$ cat src/rtl/assert_macros.svh
// ----------------------------------------------------------------------------
// assertion macros
// shared concurrent assertion forms, clocked on clock, off while reset is high
// ----------------------------------------------------------------------------
`ifndef ASSERT_MACROS_SVH
`define ASSERT_MACROS_SVH

// same-cycle implication
`define ASSERT_SAME(label, ante, cons) \
   label: assert property (@(posedge clock) disable iff (reset) (ante) |-> (cons)) \
      else $error("assertion failed");

// next-cycle implication
`define ASSERT_NEXT(label, ante, cons) \
   label: assert property (@(posedge clock) disable iff (reset) (ante) |=> (cons)) \
      else $error("assertion failed");

`endif

$ cat src/rtl/bssu_pkg.sv
`timescale 1ns / 1ps
// ----------------------------------------------------------------------------
// bssu_pkg
// word types, command codes and status codes of the breakpoint stop unit
// ----------------------------------------------------------------------------
package bssu_pkg;

   localparam int LINE_W  = 16;
   localparam int DEPTH_W = 8;
   localparam int KIND_W  = 4;
   localparam int STAT_W  = 3;
   localparam int MODE_W  = 2;

   // request kinds
   localparam logic [KIND_W-1:0] KIND_INSTR    = 4'd0;
   localparam logic [KIND_W-1:0] KIND_STEP     = 4'd1;
   localparam logic [KIND_W-1:0] KIND_NEXT     = 4'd2;
   localparam logic [KIND_W-1:0] KIND_FINISH   = 4'd3;
   localparam logic [KIND_W-1:0] KIND_CONTINUE = 4'd4;
   localparam logic [KIND_W-1:0] KIND_ADD_BP   = 4'd5;
   localparam logic [KIND_W-1:0] KIND_DEL_BP   = 4'd6;
   localparam logic [KIND_W-1:0] KIND_DETACH   = 4'd7;
   localparam logic [KIND_W-1:0] KIND_ERROR    = 4'd8;

   // response status
   localparam logic [STAT_W-1:0] STAT_NONE      = 3'd0;
   localparam logic [STAT_W-1:0] STAT_ADDED     = 3'd1;
   localparam logic [STAT_W-1:0] STAT_FULL      = 3'd2;
   localparam logic [STAT_W-1:0] STAT_REJECTED  = 3'd3;
   localparam logic [STAT_W-1:0] STAT_DELETED   = 3'd4;
   localparam logic [STAT_W-1:0] STAT_NOT_FOUND = 3'd5;

   // run modes
   localparam logic [MODE_W-1:0] MODE_STEP_INTO = 2'd0;
   localparam logic [MODE_W-1:0] MODE_STEP_OVER = 2'd1;
   localparam logic [MODE_W-1:0] MODE_FINISH    = 2'd2;
   localparam logic [MODE_W-1:0] MODE_CONTINUE  = 2'd3;

   typedef struct packed {
      logic [KIND_W-1:0]  kind;
      logic [LINE_W-1:0]  line_number;
      logic [DEPTH_W-1:0] call_depth;
   } req_type;

   typedef struct packed {
      logic               halt;
      logic [STAT_W-1:0]  status;
      logic [LINE_W-1:0]  halt_line;
   } rsp_type;

   // table update requests
   typedef struct packed {
      logic add_req;
      logic del_req;
   } bp_cmd_type;

   // table lookup results
   typedef struct packed {
      logic hit;
      logic full;
   } bp_stat_type;

endpackage

$ cat src/rtl/breakpoint_step_stop_unit.sv
`timescale 1ns / 1ps
// ----------------------------------------------------------------------------
// breakpoint_step_stop_unit
// debug stop unit: decides per instruction event whether execution halts
// ----------------------------------------------------------------------------
//  channel   ports                         direction  handshake
//  request   start, busy, req_data         in         start & !busy
//  response  rsp_valid, rsp_data           out        rsp_valid, one cycle
//
//  a request word is registered at accept, decoded against the state in the
//  next cycle, and its response word is registered from that decode; one
//  word per cycle sustained, as busy holds the flow only around reset
//  the breakpoint table is compared in parallel, which sets the decode path
//  busy is high only while reset is applied and the cycle after
//  the response side cannot stall, so each result is shown exactly once
// ----------------------------------------------------------------------------
`include "assert_macros.svh"

module breakpoint_step_stop_unit #(
   parameter int BP_ENTRIES = 16
) (
   input  logic              clock,
   input  logic              reset,
   input  logic              start,
   output logic              busy,
   input  bssu_pkg::req_type req_data,
   output logic              rsp_valid,
   output bssu_pkg::rsp_type rsp_data
);

   // input register
   logic              busy_ff;
   logic              stage_valid_ff;
   bssu_pkg::req_type req_ff;

   // debugger state
   logic [bssu_pkg::MODE_W-1:0]  run_mode_ff,       run_mode_in;
   logic [bssu_pkg::DEPTH_W-1:0] captured_depth_ff, captured_depth_in;
   logic [bssu_pkg::LINE_W-1:0]  previous_line_ff,  previous_line_in;
   logic [bssu_pkg::DEPTH_W-1:0] previous_depth_ff, previous_depth_in;
   logic                         previous_valid_ff, previous_valid_in;
   logic                         detached_flag_ff,  detached_flag_in;

   // result register
   logic              rsp_valid_ff;
   bssu_pkg::rsp_type rsp_ff, rsp_in;

   bssu_pkg::bp_cmd_type  bp_cmd;
   bssu_pkg::bp_stat_type bp_stat;

   logic is_new;
   logic stop;

   assign busy      = busy_ff;
   assign rsp_valid = rsp_valid_ff;
   assign rsp_data  = rsp_ff;

   always_ff @(posedge clock) begin
      if (reset) begin
         busy_ff        <= 1'b1;
         stage_valid_ff <= 1'b0;
      end else begin
         busy_ff        <= 1'b0;
         stage_valid_ff <= start && !busy_ff;
      end
   end

   always_ff @(posedge clock) begin
      if (start && !busy_ff) begin
         req_ff <= req_data;
      end
   end

   bssu_bp_table #(
      .BP_ENTRIES (BP_ENTRIES)
   ) u_bp_table (
      .clock (clock),
      .reset (reset),
      .line  (req_ff.line_number),
      .cmd   (bp_cmd),
      .stat  (bp_stat)
   );

   // an event counts only when it moved off the last considered line or depth
   assign is_new = !previous_valid_ff
                   || (req_ff.line_number != previous_line_ff)
                   || (req_ff.call_depth != previous_depth_ff);

   always_comb begin
      case (run_mode_ff)
         bssu_pkg::MODE_STEP_INTO: stop = 1'b1;
         bssu_pkg::MODE_STEP_OVER: stop = (req_ff.call_depth <= captured_depth_ff)
                                          || bp_stat.hit;
         bssu_pkg::MODE_FINISH:    stop = (req_ff.call_depth < captured_depth_ff)
                                          || bp_stat.hit;
         default:                  stop = bp_stat.hit;
      endcase
   end

   // decode one request word against the current state
   always_comb begin
      run_mode_in       = run_mode_ff;
      captured_depth_in = captured_depth_ff;
      previous_line_in  = previous_line_ff;
      previous_depth_in = previous_depth_ff;
      previous_valid_in = previous_valid_ff;
      detached_flag_in  = detached_flag_ff;
      rsp_in            = '0;
      bp_cmd            = '0;
      if (stage_valid_ff) begin
         case (req_ff.kind)
            bssu_pkg::KIND_INSTR: begin
               if (!detached_flag_ff && is_new) begin
                  previous_line_in  = req_ff.line_number;
                  previous_depth_in = req_ff.call_depth;
                  previous_valid_in = 1'b1;
                  if (stop) begin
                     rsp_in.halt      = 1'b1;
                     rsp_in.halt_line = req_ff.line_number;
                  end
               end
            end
            bssu_pkg::KIND_STEP: begin
               run_mode_in = bssu_pkg::MODE_STEP_INTO;
            end
            bssu_pkg::KIND_NEXT: begin
               run_mode_in       = bssu_pkg::MODE_STEP_OVER;
               captured_depth_in = req_ff.call_depth;
            end
            bssu_pkg::KIND_FINISH: begin
               run_mode_in       = bssu_pkg::MODE_FINISH;
               captured_depth_in = req_ff.call_depth;
            end
            bssu_pkg::KIND_CONTINUE: begin
               run_mode_in = bssu_pkg::MODE_CONTINUE;
            end
            bssu_pkg::KIND_ADD_BP: begin
               // line zero is never a valid breakpoint
               if (req_ff.line_number == '0) begin
                  rsp_in.status = bssu_pkg::STAT_REJECTED;
               end else if (bp_stat.hit) begin
                  rsp_in.status = bssu_pkg::STAT_ADDED;
               end else if (bp_stat.full) begin
                  rsp_in.status = bssu_pkg::STAT_FULL;
               end else begin
                  rsp_in.status  = bssu_pkg::STAT_ADDED;
                  bp_cmd.add_req = 1'b1;
               end
            end
            bssu_pkg::KIND_DEL_BP: begin
               if (bp_stat.hit) begin
                  rsp_in.status  = bssu_pkg::STAT_DELETED;
                  bp_cmd.del_req = 1'b1;
               end else begin
                  rsp_in.status = bssu_pkg::STAT_NOT_FOUND;
               end
            end
            bssu_pkg::KIND_DETACH: begin
               detached_flag_in = 1'b1;
               run_mode_in      = bssu_pkg::MODE_CONTINUE;
            end
            bssu_pkg::KIND_ERROR: begin
               // error stops the program unless the debugger has let go
               if (!detached_flag_ff) begin
                  rsp_in.halt      = 1'b1;
                  rsp_in.halt_line = req_ff.line_number;
               end
            end
            default: begin
               // unused kinds give an all-zero word
               rsp_in = '0;
            end
         endcase
      end
   end

   always_ff @(posedge clock) begin
      if (reset) begin
         run_mode_ff       <= bssu_pkg::MODE_STEP_INTO;
         captured_depth_ff <= '0;
         previous_line_ff  <= '0;
         previous_depth_ff <= '0;
         previous_valid_ff <= 1'b0;
         detached_flag_ff  <= 1'b0;
         rsp_valid_ff      <= 1'b0;
      end else begin
         run_mode_ff       <= run_mode_in;
         captured_depth_ff <= captured_depth_in;
         previous_line_ff  <= previous_line_in;
         previous_depth_ff <= previous_depth_in;
         previous_valid_ff <= previous_valid_in;
         detached_flag_ff  <= detached_flag_in;
         rsp_valid_ff      <= stage_valid_ff;
      end
   end

   always_ff @(posedge clock) begin
      rsp_ff <= rsp_in;
   end

   `ASSERT_NEXT(a_stage_to_rsp, stage_valid_ff, rsp_valid_ff)
   `ASSERT_SAME(a_no_halt_no_line, rsp_valid_ff && !rsp_ff.halt, rsp_ff.halt_line == '0)
   `ASSERT_SAME(a_status_no_halt,
      rsp_valid_ff && (rsp_ff.status != bssu_pkg::STAT_NONE), !rsp_ff.halt)
   `ASSERT_NEXT(a_detach_sticks, detached_flag_ff,
      detached_flag_ff && (run_mode_ff == bssu_pkg::MODE_CONTINUE
                           || run_mode_ff == bssu_pkg::MODE_STEP_INTO
                           || run_mode_ff == bssu_pkg::MODE_STEP_OVER
                           || run_mode_ff == bssu_pkg::MODE_FINISH))

endmodule

$ cat src/rtl/bssu_bp_table.sv
`timescale 1ns / 1ps
// ----------------------------------------------------------------------------
// bssu_bp_table
// breakpoint line table with parallel compare and lowest-free insertion
// ----------------------------------------------------------------------------
`include "assert_macros.svh"

module bssu_bp_table #(
   parameter int BP_ENTRIES = 16
) (
   input  logic                         clock,
   input  logic                         reset,
   input  logic [bssu_pkg::LINE_W-1:0]  line,
   input  bssu_pkg::bp_cmd_type         cmd,
   output bssu_pkg::bp_stat_type        stat
);

   logic [bssu_pkg::LINE_W-1:0] bp_lines_ff [BP_ENTRIES];
   logic [BP_ENTRIES-1:0]       bp_valid_ff;
   logic [BP_ENTRIES-1:0]       bp_valid_in;
   logic [BP_ENTRIES-1:0]       match;
   logic [BP_ENTRIES-1:0]       free_vec;
   logic [BP_ENTRIES-1:0]       first_free;

   always_comb begin
      for (int i = 0; i < BP_ENTRIES; i++) begin
         match[i] = bp_valid_ff[i] && (bp_lines_ff[i] == line);
      end
   end

   assign free_vec   = ~bp_valid_ff;
   // lowest set bit of the free vector
   assign first_free = free_vec & (~free_vec + {{(BP_ENTRIES-1){1'b0}}, 1'b1});

   assign stat.hit  = |match;
   assign stat.full = &bp_valid_ff;

   always_comb begin
      bp_valid_in = bp_valid_ff;
      if (cmd.add_req) begin
         bp_valid_in = bp_valid_ff | first_free;
      end else if (cmd.del_req) begin
         bp_valid_in = bp_valid_ff & ~match;
      end
   end

   always_ff @(posedge clock) begin
      if (reset) begin
         bp_valid_ff <= '0;
      end else begin
         bp_valid_ff <= bp_valid_in;
      end
   end

   always_ff @(posedge clock) begin
      for (int i = 0; i < BP_ENTRIES; i++) begin
         if (cmd.add_req && first_free[i]) begin
            bp_lines_ff[i] <= line;
         end
      end
   end

   `ASSERT_NEXT(a_add_grows, cmd.add_req,
      $countones(bp_valid_ff) == $countones($past(bp_valid_ff)) + 1)
   `ASSERT_NEXT(a_del_shrinks, cmd.del_req,
      $countones(bp_valid_ff) + 1 == $countones($past(bp_valid_ff)))
   `ASSERT_SAME(a_single_match, 1'b1, $onehot0(match))

endmodule

$ cat config.mk
export PLATFORM = sky130hd
export DESIGN_NAME = breakpoint_step_stop_unit
export DESIGN_NICKNAME = d
export VERILOG_FILES = /design/src/rtl/bssu_pkg.sv /design/src/rtl/breakpoint_step_stop_unit.sv /design/src/rtl/bssu_bp_table.sv
export VERILOG_INCLUDE_DIRS = /design/src /design/src/rtl
export SDC_FILE = /design/constraint.sdc
export NUM_CORES = 1
export LEC_CHECK = 0
export BUFFER_PORTS_ARGS = -buffer_cell sky130_fd_sc_hd__buf_2
export CORE_MARGIN = 4
export CORE_UTILIZATION = 55
export CTS_CLUSTER_SIZE = 20
export DETAILED_ROUTE_END_ITERATION = 6
export PLACE_DENSITY = 0.81
export SLEW_MARGIN = 10
export SYNTH_ARGS = -nofsm -noshare
export SYNTH_HDL_FRONTEND = slang
export SYNTH_SLANG_ARGS = --single-unit
$ cat constraint.sdc
create_clock -name clock -period 3.63 [get_ports clock]
set_input_delay 0 -clock clock [delete_from_list [all_inputs] [get_ports clock]]
set_output_delay 0 -clock clock [all_outputs]
set_load 0.02 [all_outputs]
==> key figures <==
Setup path
  • Max FO, Critical Path: 16
  • Critical Path AT: about 3600 ps
  • Reg2Reg Capture Point: u_bp_table.bp_lines_ff[1][24]
  • R2r startpoint: req_ff[8]
  • Reg2reg setup slack: 200 ps
  • Setup crit start: req_ff[8]
  • Worst EP required: 3760 ps
  • Setup crit start kind: flop
  • Crit end category: flop
  • Worst setup path class: flop to flop
  • R2R depth: 9

Power and ir drop
  • Pwr dens: around 500 nW/um2
  • Final Power: 0.00859 W
  • Leak pwr: 5.65 nW
  • VDD IR max: approximately 0.29 mV

Route
  • Post-Route WL: 29600 um
  • Post-DRT Antenna Nets: 0
  • Via/cell ratio: 5.57
  • Initial drt markers: roughly 650
  • Pre-antenna DRT Iters: 5
  • Routed wire per std cell: 19.3 um
  • Routed vias: 8579
  • # DRC: 0

Placed design
  • Port Buffers: 52
  • Routability congestion estimate: 0.826
  • Area post-placement: approximately 16000 um2
  • Detail Placement HPWL: 17600 um
  • Post-Place Cells: 1443

Logic synthesis
  • Library cells used by synthesis: 44
  • Synth Instances: 1059
  • Yosys top cell area share: 0.567
  • Asr flop ratio synth: 0
  • Post-synth top flop: edfxtp_1
  • Dominant cell type by area after synthesis: edfxtp_1
  • Mapped Nets: approximately 1100
  • Post-synth EDFFs: 284
  • Flops & latches, synth: 359
  • Top post-synthesis cells by area: edfxtp_1, xnor2_1, dfxtp_1
  • Synth warnings: 0
  • Syn Area/Cell: 14.2 um2
  • Mapped Area: 15000 um2
  • Sequential element share of the synthesized area: 0.667

STA
  • Slew Limit Fails: 0
  • Worst Max-Slew Pin Slew: 1260 ps
  • Relative slew margins: 0.162
  • Final setup vio count: 0
  • Clock Skew: 17.8 ps
  • Worst hold slack: roughly 66 ps
  • Fmax: around 290 MHz
  • Hold Vio Cnt, Final: 0
  • Min cycle time layout: about 3400 ps
  • RSZ-0062 raised after global routing: yes
  • Final period utilization: 0.946

Global routing
  • Number of global-route vias before repair: 8598
  • Initial antenna violation count: 0
  • Grt ovf: 0
  • GR Util All Layers: 0.195
  • First-pass GRT wire length: 47300 um
  • Largest net degree at the start of global routing: 62

Clock network
  • Max clock buf depth: 3
  • CTS Buf Count: 37
  • Postcts setup bufs: 0
  • Sink Count: about 360
  • TritonCTS clock tree: done
  • Clock insertion delay at the later pin of the skew report: 520 ps
  • CTS resizes: 0
  • Clock-pin slew on the worst setup and hold paths: approximately 60 ps
  • CTS root buf: clkbuf_16
  • H-tree Lvls: 2

Hold path
  • Worst hold path class: primary input to flop
  • HP Start: start
  • WHS Endpoint: req_ff[27]
  • Worst Hold Depth: 2

Die
  • Die height: 173 um
  • Initial Utilization: 0.558
  • Core footprint: 27000 um2
  • IO Count: 53
  • DIE WIDTH: 173 um
  • Die area: 30100 um2
  • Number of core rows: 60

Cells and area
  • Commonest non-fill, non-tap cell in the layout: edfxtp_1
  • Most frequent cells in the layout: edfxtp_1, xnor2_1, nand4_1, dfxtp_1, buf_2
  • Fin nets: 1211
  • Non-Filler Instances: 1539
  • Final Util: 0.647
  • Diode count: 0
  • Fillcell total: around 1900
  • P&R area growth vs syn: 15.9%
  • Final instance area: 17400 um2
  • Share of layout cells above drive strength 1: 0.139

Outcome
  • Outcome: completed

Job
  • Max Cap Viol: 0
[synth_stat cells (all sizes together) (10+ instances only)]
cell and instances:
a21oi 23, and2 17, buf 37, clkbuf 13, dfxtp 75, edfxtp 284, ha 11, inv 13
mux2i 23, nand2 44, nand3 11, nand4 78, nor2 45, nor2b 10, nor4 23, o21ai 18
xnor2 280
[where the power goes]
group	switching (W)	internal (W)	leakage [nW]
clock network	0.00152	0.00226	0.601
logic	0.000196	0.000151	1.88
registers	0.0000176	0.00444	3.17
[layer usage]
metal | up-vias | GRT usage | part of all wire
met5 | - | 0 | 0
met4 | 0 | 0.0562 | 0.024
met3 | 56 | 0.0303 | 0.047
met2 | 239 | 0.316 | 0.47
met1 | 4246 | 0.277 | 0.46
li1 | 4038 | - | -
[metrics by stage]
step           TNS (ps)  setup slack, ps
6_report              0              195
5_1_grt           -1670            -60.4
2_1_floorplan         0             17.5
3_3_place_gp          0              327
3_5_place_dp          0              202
4_1_cts               0              202
[cells by family after synthesis]
logic type                 count (synthesis)  synth area share
DFF                                      359             0.667
xor gates and xnor gates                 281             0.164
and+or+nand+nor                          256            0.0928
AOI/OAI and AO/OA                         66            0.0275
buffers and inverters                     63            0.0248
muxes                                     23            0.0153
adders and majority gates                 11           0.00915
[sequential cells by signal, indices dropped and copies added, names as in the netlist]
signal / flops
req_ff: 28
previous_line_ff: 16
busy: 1
rsp_data: 20
detached_flag_ff: 1
previous_depth_ff: 8
captured_depth_ff: 8
rsp_valid: 1
u_bp_table.bp_lines_ff: 256
u_bp_table.bp_valid_ff: 16
stage_valid_ff: 1
previous_valid_ff: 1
run_mode_ff: 2
[worst max path at each step]
stage	to	slack, ps	cells after the start
final	u_bp_table.bp_lines_ff[1][24]	200	9
after global routing	u_bp_table.bp_lines_ff[0][121]	-60	9
after CTS	u_bp_table.bp_lines_ff[0][121]	200	9
after detailed placement	u_bp_table.bp_lines_ff[0][118]	200	9
after global placement	u_bp_table.bp_lines_ff[0][118]	330	9
after floorplan	u_bp_table.bp_lines_ff[0][80]	20	10
[critical path, stage by stage (launching register included)]
cell	delay (ps)
edfxtp_1	450
buf_4	250
xnor2_1	150
nand4_1	100
nor4_1	70
a22oi_1	270
nand4_2	210
nor2_4	270
nand3_1	270
nor3_2	980
[repair_timing]
| action | 4_1_cts | 5_1_grt |
|---|---|---|
| hold buffers | 28 | 0 |
| setup endpoints to repair | 0 | 32 |
| endpoints found under the hold margin | 28 | 0 |
[cell type report]
cell class,count,area [um2],area share
inverter,13,48.8,0.00280
multi-input combinational,637,4710,0.270
clock buffer,49,1050,0.0604
timing repair buffer,121,986,0.0566
tap,341,427,0.0245
clock inverter,19,175,0.0100
sequential,359,10000,0.575
(Power assumes the default switching activity.)
